$ cat src/rtl/afrg_pkg.sv
`timescale 1ns / 1ps
`default_nettype none

package afrg_pkg;

	localparam int RING_AW = 5;
	localparam int WORD_W  = 32;
	localparam int RAND_W  = 31;
	localparam int DISC_W  = 9;

	localparam logic [WORD_W-1:0] PM_PRIME = 32'h7fff_ffff;
	localparam logic [14:0]       PM_MULT  = 15'd16807;

	// ring offsets for the two lags, modulo the ring depth
	localparam logic [RING_AW-1:0] LAG_LONG_OFS  = 5'd1;
	localparam logic [RING_AW-1:0] LAG_SHORT_OFS = 5'd29;

	localparam logic [RING_AW-1:0] SEQ_COPY_K     = 5'd2;
	localparam logic [RING_AW-1:0] SEQ_LAST_K     = 5'd30;
	localparam logic [RING_AW-1:0] SEQ0_ADDR      = 5'd31;
	localparam logic [RING_AW-1:0] SEQ1_ADDR      = 5'd0;
	localparam logic [RING_AW-1:0] COPY_ADDR      = 5'd1;
	localparam logic [RING_AW-1:0] IDX_AFTER_SEED = 5'd2;

	localparam int DISC_FIRST = 34;
	localparam int DISC_END   = 344;
	localparam logic [DISC_W-1:0] DISC_LAST = DISC_W'(DISC_END - DISC_FIRST - 1);

	localparam logic FUNC_DRAW   = 1'b0;
	localparam logic FUNC_RESEED = 1'b1;

	typedef struct packed {
		logic ld_seed;
		logic seed_one;
		logic wr_seq;
		logic wr_copy;
		logic ld_word;
		logic disc_init;
		logic wr_sum;
		logic emit;
	} afrg_cmd_t;

	typedef struct packed {
		logic k_copy;
		logic k_last;
		logic disc_last;
	} afrg_sts_t;

endpackage

`default_nettype wire

$ cat src/rtl/afrg_dp.sv
`timescale 1ns / 1ps
`default_nettype none

module afrg_dp (
	input  wire                            clk,
	input  wire                            arst_n,
	input  afrg_pkg::afrg_cmd_t            cmd,
	input  wire  [31:0]                    seed_value,
	output afrg_pkg::afrg_sts_t            sts,
	output logic [30:0]                    random_value
);
	import afrg_pkg::*;

	logic [WORD_W-1:0]  ring_mem [2**RING_AW];
	logic [WORD_W-1:0]  rd_long_q;
	logic [WORD_W-1:0]  rd_short_q;
	logic [RING_AW-1:0] idx_q;
	logic [RING_AW-1:0] k_q;
	logic [DISC_W-1:0]  disc_q;
	logic [WORD_W-1:0]  word_q;
	logic [RAND_W-1:0]  rand_q;

	logic [WORD_W-1:0]  sum;
	logic               we;
	logic [RING_AW-1:0] wa;
	logic [WORD_W-1:0]  wd;
	logic [RING_AW-1:0] seq_addr;

	// 16807 multiply mod 2^31-1, three register stages
	logic               neg_a;
	logic [WORD_W-1:0]  mag_a;
	logic [30:0]        lo_s1;
	logic [30:0]        hi_s1;
	logic               neg_s1;
	logic [WORD_W-1:0]  t_s2;
	logic               neg_s2;
	logic [WORD_W-1:0]  r_s3;
	logic               neg_s3;
	logic [WORD_W-1:0]  pm_res;

	assign neg_a = word_q[WORD_W-1];
	assign mag_a = neg_a ? (~word_q + 32'd1) : word_q;

	always_ff @(posedge clk) begin
		lo_s1  <= 31'(31'(PM_MULT) * 31'(mag_a[15:0]));
		hi_s1  <= 31'(31'(PM_MULT) * 31'(mag_a[31:16]));
		neg_s1 <= neg_a;
		t_s2   <= 32'(lo_s1) + {1'b0, hi_s1[14:0], 16'b0} + 32'(hi_s1[30:15]);
		neg_s2 <= neg_s1;
		r_s3   <= (t_s2 >= PM_PRIME) ? (t_s2 - PM_PRIME) : t_s2;
		neg_s3 <= neg_s2;
	end

	assign pm_res = (neg_s3 && (r_s3 != '0)) ? (PM_PRIME - r_s3) : r_s3;

	always_comb begin
		seq_addr = k_q;
		if (k_q == '0)
			seq_addr = SEQ0_ADDR;
		else if (k_q == 5'd1)
			seq_addr = SEQ1_ADDR;
	end

	assign sum = rd_long_q + rd_short_q;

	always_comb begin
		we = cmd.wr_seq | cmd.wr_copy | cmd.wr_sum;
		wa = idx_q;
		wd = word_q;
		if (cmd.wr_sum) begin
			wa = idx_q;
			wd = sum;
		end else if (cmd.wr_copy) begin
			wa = COPY_ADDR;
		end else if (cmd.wr_seq) begin
			wa = seq_addr;
		end
	end

	always_ff @(posedge clk) begin
		if (we)
			ring_mem[wa] <= wd;
		rd_long_q  <= ring_mem[idx_q + LAG_LONG_OFS];
		rd_short_q <= ring_mem[idx_q + LAG_SHORT_OFS];
	end

	always_ff @(posedge clk or negedge arst_n) begin
		if (!arst_n) begin
			idx_q  <= '0;
			k_q    <= '0;
			disc_q <= '0;
		end else begin
			if (cmd.ld_seed)
				k_q <= '0;
			else if (cmd.ld_word)
				k_q <= k_q + 5'd1;
			if (cmd.disc_init) begin
				idx_q  <= IDX_AFTER_SEED;
				disc_q <= '0;
			end else if (cmd.wr_sum) begin
				idx_q  <= idx_q + 5'd1;
				disc_q <= disc_q + 9'd1;
			end
		end
	end

	always_ff @(posedge clk) begin
		if (cmd.ld_seed)
			word_q <= (cmd.seed_one || (seed_value == '0)) ? 32'd1 : seed_value;
		else if (cmd.ld_word)
			word_q <= pm_res;
		if (cmd.emit)
			rand_q <= sum[WORD_W-1:1];
	end

	assign sts.k_copy    = (k_q == SEQ_COPY_K);
	assign sts.k_last    = (k_q == SEQ_LAST_K);
	assign sts.disc_last = (disc_q == DISC_LAST);
	assign random_value  = rand_q;

endmodule

`default_nettype wire

$ cat src/rtl/afrg_ctrl.sv
`timescale 1ns / 1ps
`default_nettype none

module afrg_ctrl (
	input  wire                  clk,
	input  wire                  arst_n,
	input  wire                  in_valid,
	output logic                 in_stall,
	input  wire                  func,
	output logic                 out_valid,
	input  wire                  out_stall,
	input  afrg_pkg::afrg_sts_t  sts,
	output afrg_pkg::afrg_cmd_t  cmd
);
	import afrg_pkg::*;

	typedef enum logic [10:0] {
		ST_IDLE    = 11'b000_0000_0001,
		ST_SEED_WR = 11'b000_0000_0010,
		ST_COPY    = 11'b000_0000_0100,
		ST_PM_A    = 11'b000_0000_1000,
		ST_PM_B    = 11'b000_0001_0000,
		ST_PM_C    = 11'b000_0010_0000,
		ST_PM_D    = 11'b000_0100_0000,
		ST_DISC_RD = 11'b000_1000_0000,
		ST_DISC_WR = 11'b001_0000_0000,
		ST_DRAW_RD = 11'b010_0000_0000,
		ST_DRAW_WR = 11'b100_0000_0000
	} afrg_state_t;

	afrg_state_t state_q, state_nxt;
	logic        seeded_q;
	logic        draw_after_q;
	logic        out_valid_q;
	logic        out_free;
	logic        accept;

	assign out_free = !out_valid_q || !out_stall;
	assign in_stall = (state_q != ST_IDLE);
	assign accept   = in_valid && (state_q == ST_IDLE);

	always_comb begin
		state_nxt = state_q;
		cmd       = '0;
		case (state_q)
			ST_IDLE: begin
				if (accept) begin
					if (func == FUNC_RESEED) begin
						cmd.ld_seed = 1'b1;
						state_nxt   = ST_SEED_WR;
					end else if (!seeded_q) begin
						cmd.ld_seed  = 1'b1;
						cmd.seed_one = 1'b1;
						state_nxt    = ST_SEED_WR;
					end else begin
						state_nxt = ST_DRAW_RD;
					end
				end
			end
			ST_SEED_WR: begin
				cmd.wr_seq = 1'b1;
				if (sts.k_last) begin
					cmd.disc_init = 1'b1;
					state_nxt     = ST_DISC_RD;
				end else if (sts.k_copy) begin
					state_nxt = ST_COPY;
				end else begin
					state_nxt = ST_PM_A;
				end
			end
			ST_COPY: begin
				// the third sequence word also lands one place back
				cmd.wr_copy = 1'b1;
				state_nxt   = ST_PM_A;
			end
			ST_PM_A: state_nxt = ST_PM_B;
			ST_PM_B: state_nxt = ST_PM_C;
			ST_PM_C: state_nxt = ST_PM_D;
			ST_PM_D: begin
				cmd.ld_word = 1'b1;
				state_nxt   = ST_SEED_WR;
			end
			ST_DISC_RD: state_nxt = ST_DISC_WR;
			ST_DISC_WR: begin
				cmd.wr_sum = 1'b1;
				if (sts.disc_last)
					state_nxt = draw_after_q ? ST_DRAW_RD : ST_IDLE;
				else
					state_nxt = ST_DISC_RD;
			end
			ST_DRAW_RD: state_nxt = ST_DRAW_WR;
			ST_DRAW_WR: begin
				if (out_free) begin
					cmd.wr_sum = 1'b1;
					cmd.emit   = 1'b1;
					state_nxt  = ST_IDLE;
				end
			end
			default: state_nxt = ST_IDLE;
		endcase
	end

	always_ff @(posedge clk or negedge arst_n) begin
		if (!arst_n) begin
			state_q      <= ST_IDLE;
			seeded_q     <= 1'b0;
			draw_after_q <= 1'b0;
			out_valid_q  <= 1'b0;
		end else begin
			state_q <= state_nxt;
			if (cmd.ld_seed)
				draw_after_q <= (func == FUNC_DRAW);
			if (cmd.disc_init)
				seeded_q <= 1'b1;
			if (cmd.emit)
				out_valid_q <= 1'b1;
			else if (!out_stall)
				out_valid_q <= 1'b0;
		end
	end

	assign out_valid = out_valid_q;

endmodule

`default_nettype wire

$ cat src/rtl/additive_feedback_random_generator_top.sv
// channel   direction  handshake            payload
// in        input      in_valid / in_stall   func[0:0], seed_value[31:0]
// out       output     out_valid / out_stall random_value[30:0]
//
// a draw reads its two lag words from the ring memory into registers, adds them, writes the
// sum back and registers its upper 31 bits as the result; no new item is taken until it is done
// a reseed writes 31 sequence words, each new one made by the three-stage 16807 multiply
// mod 2^31-1 unit, then makes 310 discarded draws
// a draw before any seed runs a reseed with one first, then the draw
// reset clears index, seeded flag and control; the ring memory is not cleared
// a stalled result holds; the next item is taken while it waits
`timescale 1ns / 1ps
`default_nettype none

module additive_feedback_random_generator_top (
	input  wire         clk,
	input  wire         arst_n,
	input  wire         in_valid,
	output logic        in_stall,
	input  wire  [0:0]  func,
	input  wire  [31:0] seed_value,
	output logic        out_valid,
	input  wire         out_stall,
	output logic [30:0] random_value
);
	import afrg_pkg::*;

	afrg_cmd_t cmd;
	afrg_sts_t sts;

	afrg_ctrl u_ctrl (
		.clk       (clk),
		.arst_n    (arst_n),
		.in_valid  (in_valid),
		.in_stall  (in_stall),
		.func      (func[0]),
		.out_valid (out_valid),
		.out_stall (out_stall),
		.sts       (sts),
		.cmd       (cmd)
	);

	afrg_dp u_dp (
		.clk          (clk),
		.arst_n       (arst_n),
		.cmd          (cmd),
		.seed_value   (seed_value),
		.sts          (sts),
		.random_value (random_value)
	);

endmodule

`default_nettype wire

$ cat config.mk
export PLATFORM = sky130hd
export DESIGN_NAME = additive_feedback_random_generator_top
export DESIGN_NICKNAME = d
export VERILOG_FILES = /design/src/rtl/afrg_pkg.sv /design/src/rtl/afrg_dp.sv /design/src/rtl/afrg_ctrl.sv /design/src/rtl/additive_feedback_random_generator_top.sv
export SDC_FILE = /design/constraint.sdc
export NUM_CORES = 2
export LEC_CHECK = 0
export BUFFER_PORTS_ARGS = -buffer_cell sky130_fd_sc_hd__buf_4
export CAP_MARGIN = 20
export CORE_MARGIN = 8
export CORE_UTILIZATION = 65
export DETAILED_ROUTE_END_ITERATION = 10
export GPL_TIMING_DRIVEN = 0
export PLACE_DENSITY = 0.9
export RECOVER_POWER = 50
export SETUP_SLACK_MARGIN = 0.1
export SYNTH_ARGS = -nofsm -noshare
export SYNTH_HDL_FRONTEND = slang
export SYNTH_SLANG_ARGS = --single-unit
$ cat constraint.sdc
create_clock -name clk -period 15.85 [get_ports clk]
set_input_delay 3.9625 -clock clk [delete_from_list [all_inputs] [get_ports clk]]
set_output_delay 3.9625 -clock clk [all_outputs]
set_load 0.02 [all_outputs]
* Yosys cells after proc, flatten, opt, wreduce, memory -nomap -nowiden
Memory sizes are Yosys's and may differ from the RTL's. A register that Yosys moved wholly into a read port is not among the register bits. Cells that the tools add are included.
Storage, ports and cells: register bits 225, latch bits 0, RAM bits 1024, memory bits (read-only) 0, bits of input ports 37, output and inout bits 33, logic and storage cells 109, memories 1
Memories:
- u_dp.ring_mem | depth 32, bits a word 32, rd ports 2, clocked after memory_dff 2, write ports 1, RTL line afrg_dp.sv:14 | logic [WORD_W-1:0] ring_mem [2**RING_AW];
Cells by class: $add $sub $neg 10, $mul 2, divide/modulo/power cells 0, magnitude comparators 1, eq/ne operators 19, shift-type cells 0, mux-type cells 44, bitwise operators 4, reduce and logical (&&, ||, !) cells 12
Operator list (number):
- 32-bit two-way mux | 7
- 11-bit one-hot mux with 11 select lines | 1
- 15-bit by 16-bit multiplier with 31-bit output (first input constant) | 2
- 5-bit two-way mux | 9
- 11-bit two-way mux | 3
- 31-bit by 31-bit adder with 32-bit output | 1
- 32-bit by 1-bit adder with 32-bit output (second input constant) | 1
- 32-bit by 16-bit adder with 32-bit output | 1
- 32-bit adder | 1
- 32-bit by 31-bit >= comparator with 1-bit output (second input constant) | 1
- 32-bit zero test | 1
- 32-bit NOT | 1
- 32-bit nonzero test | 1
- 31-bit by 32-bit subtractor with 32-bit output (first input constant) | 1
- 32-bit by 31-bit subtractor with 32-bit output (second input constant) | 1
- 10-bit two-way mux | 3
- 9-bit two-way mux | 2
- 1-bit two-way mux | 12
- 11-bit by 1-bit == test with 1-bit output (second input constant) | 1
- 11-bit by 10-bit == test with 1-bit output (second input constant) | 1
- 11-bit == test (second input constant) | 1
- 11-bit by 2-bit == test with 1-bit output (second input constant) | 1
- 11-bit by 3-bit == test with 1-bit output (second input constant) | 1
- 11-bit by 4-bit == test with 1-bit output (second input constant) | 1
- 26 further kinds | 37

* Longest topological paths before layout
depth after elaboration 7, mapped depth 27, mapped depth without buffers 27

* By module
From an unflattened synthesis, not the netlist that was laid out.
Unflattened totals: cell total of the unflattened synthesis 3744, area, all modules 61487.7 µm²
Modules (own cells, without submodules):
- afrg_dp | times used 1, cells each 3666, area each 60743.3 µm², sequential area each 36980.5 µm²
- afrg_ctrl | times used 1, cells each 78, area each 744.5 µm², sequential area each 351.6 µm²

* Worst setup path before layout
No wires, ideal clock.
path kind input to register, from in out_stall, to mem u_dp.ring_mem[0][12], data pin, library setup time 0.468 ns, arrival 7.610 ns, data required time 15.382 ns, path slack 7.773 ns, stages 7, buffers on the path 2, cells stage by stage nand2_1 > inv_1 > nor2_1 > nor2_1 > clkbuf_1 > clkbuf_1 > o31ai_1
On the way: cells in the longest elaborated chain, start to end 5
RTL lines:
- start, declared | RTL line additive_feedback_random_generator_top.sv:23 | input wire out_stall,
- 1-bit zero test | RTL line afrg_ctrl.sv:38 | assign out_free = !out_valid_q || !out_stall;
- 1-bit logical OR | RTL line afrg_ctrl.sv:38
- 2-bit two-way mux | RTL line afrg_ctrl.sv:93 | if (out_free) begin
- 1-bit one-hot mux with 2 select lines | RTL line afrg_ctrl.sv:45 | case (state_q)
- 32-bit two-way mux | RTL line afrg_dp.sv:70 | if (cmd.wr_sum) begin
- net u_dp.wd[12] | RTL line afrg_dp.sv:26 | logic [WORD_W-1:0] wd;
- end, declared | RTL line afrg_dp.sv:14
The timed path passes the listed nets, and every way through them passes these cells.

* Worst setup path after layout
from in out_stall, to mem u_dp.ring_mem[15][2] (enable)
On the way: cells in the longest elaborated chain, start to end 7, elaborated cells on any way between the ends 8, classes of those cells 5 x mux; 1 x bitwise; 2 x reduce/logical
RTL lines:
- 1-bit zero test (*) | RTL line afrg_ctrl.sv:38
- 1-bit logical OR (*) | RTL line afrg_ctrl.sv:38
- 2-bit two-way mux (*) | RTL line afrg_ctrl.sv:93
- 1-bit one-hot mux with 2 select lines (*) | RTL line afrg_ctrl.sv:45
- 1-bit bitwise OR | RTL line afrg_dp.sv:67 | we = cmd.wr_seq | cmd.wr_copy | cmd.wr_sum;
- 1-bit two-way mux | RTL line afrg_dp.sv:81 | if (we)
- 1-bit two-way mux (not written as such) | RTL line afrg_dp.sv:82 | ring_mem[wa] <= wd;
Mark *: on every way between the ends. The rest lies on a longest branch, timed or not.

==> results.tsv <==
metric	value	unit
worst r2r path cells	9	
outcome	finished with violations	
failing checks	max-capacitance violations, max-slew violations	
routed len/inst	37.7	um
Clock transition at path regs	0.06	ns
DIE WIDTH	324	um
most common cell in the netlist	edfxtp_1	
largest net degree at the start of global routing	34	
IO Pins	70	
placed wire-length estimate	123000	um
Final Hold Viols	0	
filler instances	5099	
first-pass iteration count of the detailed router	9	
post-route clock period utilization	0.714	
average cell area after synthesis	16.3	sq um
crit path time final	11.32	ns
Startpoint Class	input pin	
final antenna-violating net count	0	
post-synthesis cell type count	84	
Synth Area in Adders	0.0964	
gpl congestion	0.934	
routed via count	40700	
Slew @ Worst Pin	2.78	ns
Clock Root Buffer	clkbuf_16	
full die area	105000	sq um
TritonCTS Sinks	1313	
largest family of logic cells by synthesized area	multiplexers	
synth warn	0	
Final Setup Violations	0	
number of global-route vias before repair	40600	
skew final	0.0634	ns
compound-gate portion of the synthesized area	0.0437	
#FFs+latches synth	1313	
maximum fanout along the worst path	22	
initial antenna violation count	15	
residual DRC count	0	
Synth Net Count	4234	
GRT Overall Usage	0.371	
CP endpoint kind	register	
share of cells above drive strength 1	0.188	
Buffers on Ports	69	
worst hold-check path type	register to register	
Die Span Y	324	um
Core Area	94600	sq um
first-pass GRT wire length	277000	um
Synth top cells by count	edfxtp_1 (1,087), mux4_2 (384), ha_1 (295)	
layout net count	4522	
XOR/XNOR Fraction of Synth Area	0.0315	
Worst Hold Depth	0	
Initial Util	0.653	
ys flop type	edfxtp_1	
Worst-Skew Late Latency	0.79	ns
Post-Route WL	206000	um
asr flop ratio synth	0.0251	
Netlist Area Pre-Place	61700	sq um
Yosys top cell area share	0.529	
Synth area leader	edfxtp_1	
Starting DRT DRC Count	7502	
ranking of synthesized cells by area	edfxtp_1 (53%), mux4_2 (14%), dfxtp_1 (6.3%)	
Via density	7.46	
grt total ovfl	0	
Area Growth Syn to Fin	12.5	%
H-tree depth	4	
CP Class	input pin to register	
EDFF count, synth	1087	
Synth Instances	3789	
WP data arrival	11.66	ns
setup bufs post-CTS	0	
CTS tree	built	
hold-fix buffers at CTS	0	
maximum clock path buffer count	3	
post-cts sizing count	0	
Max Clk Rate	88.4	MHz
Num CTS Buffers	130	
unrepaired setup endpoints after global routing	no	
Seq/Total Area, Yosys	0.605	
data required time at the worst endpoint	16.20	ns
post-synthesis simple-gate area fraction	0.0443	
Cell Rows	113	
setup TNS	0	ns
max cap viols	26	
Slew Limit Fails	458	
multiplexer area fraction after synthesis	0.154	
Max-slew headroom	-0.860	
-- cell families (layout without fill, tap and decap cells) --
family,after synthesis,in the layout
flip-flops,1313,1313
AND/OR/NAND/NOR,556,556
multiplexers,463,463
AO/OA/AOI/OAI,417,417
buffers and inverters,411,800
adder cells (fa/ha/maj),408,408
XOR/XNOR,221,221
other,0,9
-- state kept, by name (all words and copies together), names as in the netlist, 31 cells and up --
name               count
u_dp.ring_mem       1024
u_dp.word_q           32
u_dp.random_value     31
u_dp.r_s3             32
u_dp.hi_s1            31
u_dp.rd_long_q        32
u_dp.t_s2             32
u_dp.lo_s1            31
u_dp.rd_short_q       32
-- per-stage QoR --
step	hold slack, ns	util	setup WS [ns]	std cells	cell area, sq um
floorplan	0.310	-	7.77	3789	61700
global route	0.344	0.734	4.75	5445	69500
finish	0.329	0.734	4.53	5452	69500
global placement	0.311	0.675	3.56	5123	63900
CTS	0.331	0.736	6.93	5413	69600
detailed placement	0.314	0.690	7.02	5180	65300
-- critical path, stage by stage --
cell and delay, ns:
clkbuf_4 0.11, nand2_1 0.11, inv_1 0.07, nor2_1 1.08, clkbuf_1 1.51, nor2_1 0.82
nor2_1 0.31, o21ai_0 0.29, nor2_1 1.85, clkbuf_1 1.51
-- placed cells by master, fill, tap and decap left out, types with 14 or more instances in the layout --
cell type | Yosys | routed
o21bai_1 | 15 | 16
nor2_1 | 145 | 127
a21o_1 | 42 | 42
nor3_1 | 43 | 44
clkinv_2 | 0 | 17
buf_8 | 0 | 31
nor4_1 | 18 | 20
nand2b_1 | 14 | 14
a21oi_1 | 104 | 104
xor2_1 | 85 | 85
clkbuf_1 | 81 | 166
buf_12 | 0 | 20
nand2_1 | 170 | 170
mux2_2 | 78 | 59
nor2b_1 | 16 | 16
edfxtp_1 | 1087 | 1087
inv_1 | 285 | 285
mux4_2 | 384 | 384
a31oi_1 | 16 | 16
nand4_1 | 20 | 21
fa_1 | 113 | 113
nor2_4 | 0 | 16
dfrtp_1 | 32 | 32
o21a_1 | 23 | 23
mux2_1 | 0 | 19
and3_1 | 15 | 15
dfxtp_1 | 193 | 193
xnor2_1 | 135 | 134
o21ai_0 | 108 | 111
buf_1 | 37 | 34
clkinv_1 | 0 | 18
a211oi_1 | 15 | 14
buf_4 | 0 | 34
ha_1 | 295 | 295
clkbuf_16 | 0 | 131
nand3_1 | 43 | 43
-- per-layer routing --
metal / global-route usage / up-vias / part of all wire / wire (um)
li1: - / 15200 / - / -
met4: 0.266 / 18 / 0.11 / 21800
met1: 0.429 / 19500 / 0.29 / 60600
met5: 0 / - / 0.00086 / 176
met2: 0.580 / 4491 / 0.45 / 92600
met3: 0.126 / 1504 / 0.15 / 30300
-- path summary, 6_finish.rpt --
kind                              startpoint                    to  slack [ns]
max reg2reg                u_ctrl.state_q[3]  u_dp.ring_mem[15][2]        6.40
max in group asynchronous             arst_n           u_dp.k_q[3]       10.94
min                              u_dp.neg_s2           u_dp.neg_s3        0.33
max                                out_stall  u_dp.ring_mem[15][2]        4.53
min in group asynchronous             arst_n        u_dp.disc_q[3]        3.76
min reg2reg                      u_dp.neg_s2           u_dp.neg_s3        0.33
-- final cells by class --
type | instances | area [sq um] | area share
clock inverters | 75 | 891 | 0.0128
flip-flops and latches | 1313 | 37300 | 0.537
multi-input cells | 2065 | 23000 | 0.331
clock buffers | 158 | 3420 | 0.0492
diodes | 9 | 22.5 | 0.000324
well taps | 1265 | 1580 | 0.0228
repair buffers | 156 | 1700 | 0.0245
inverters | 285 | 1070 | 0.0154
plain buffers | 126 | 478 | 0.00688
Power is left out: the tool's default activity adds up to more than one toggle a clock period on the data nets, which glitch-free logic cannot reach.
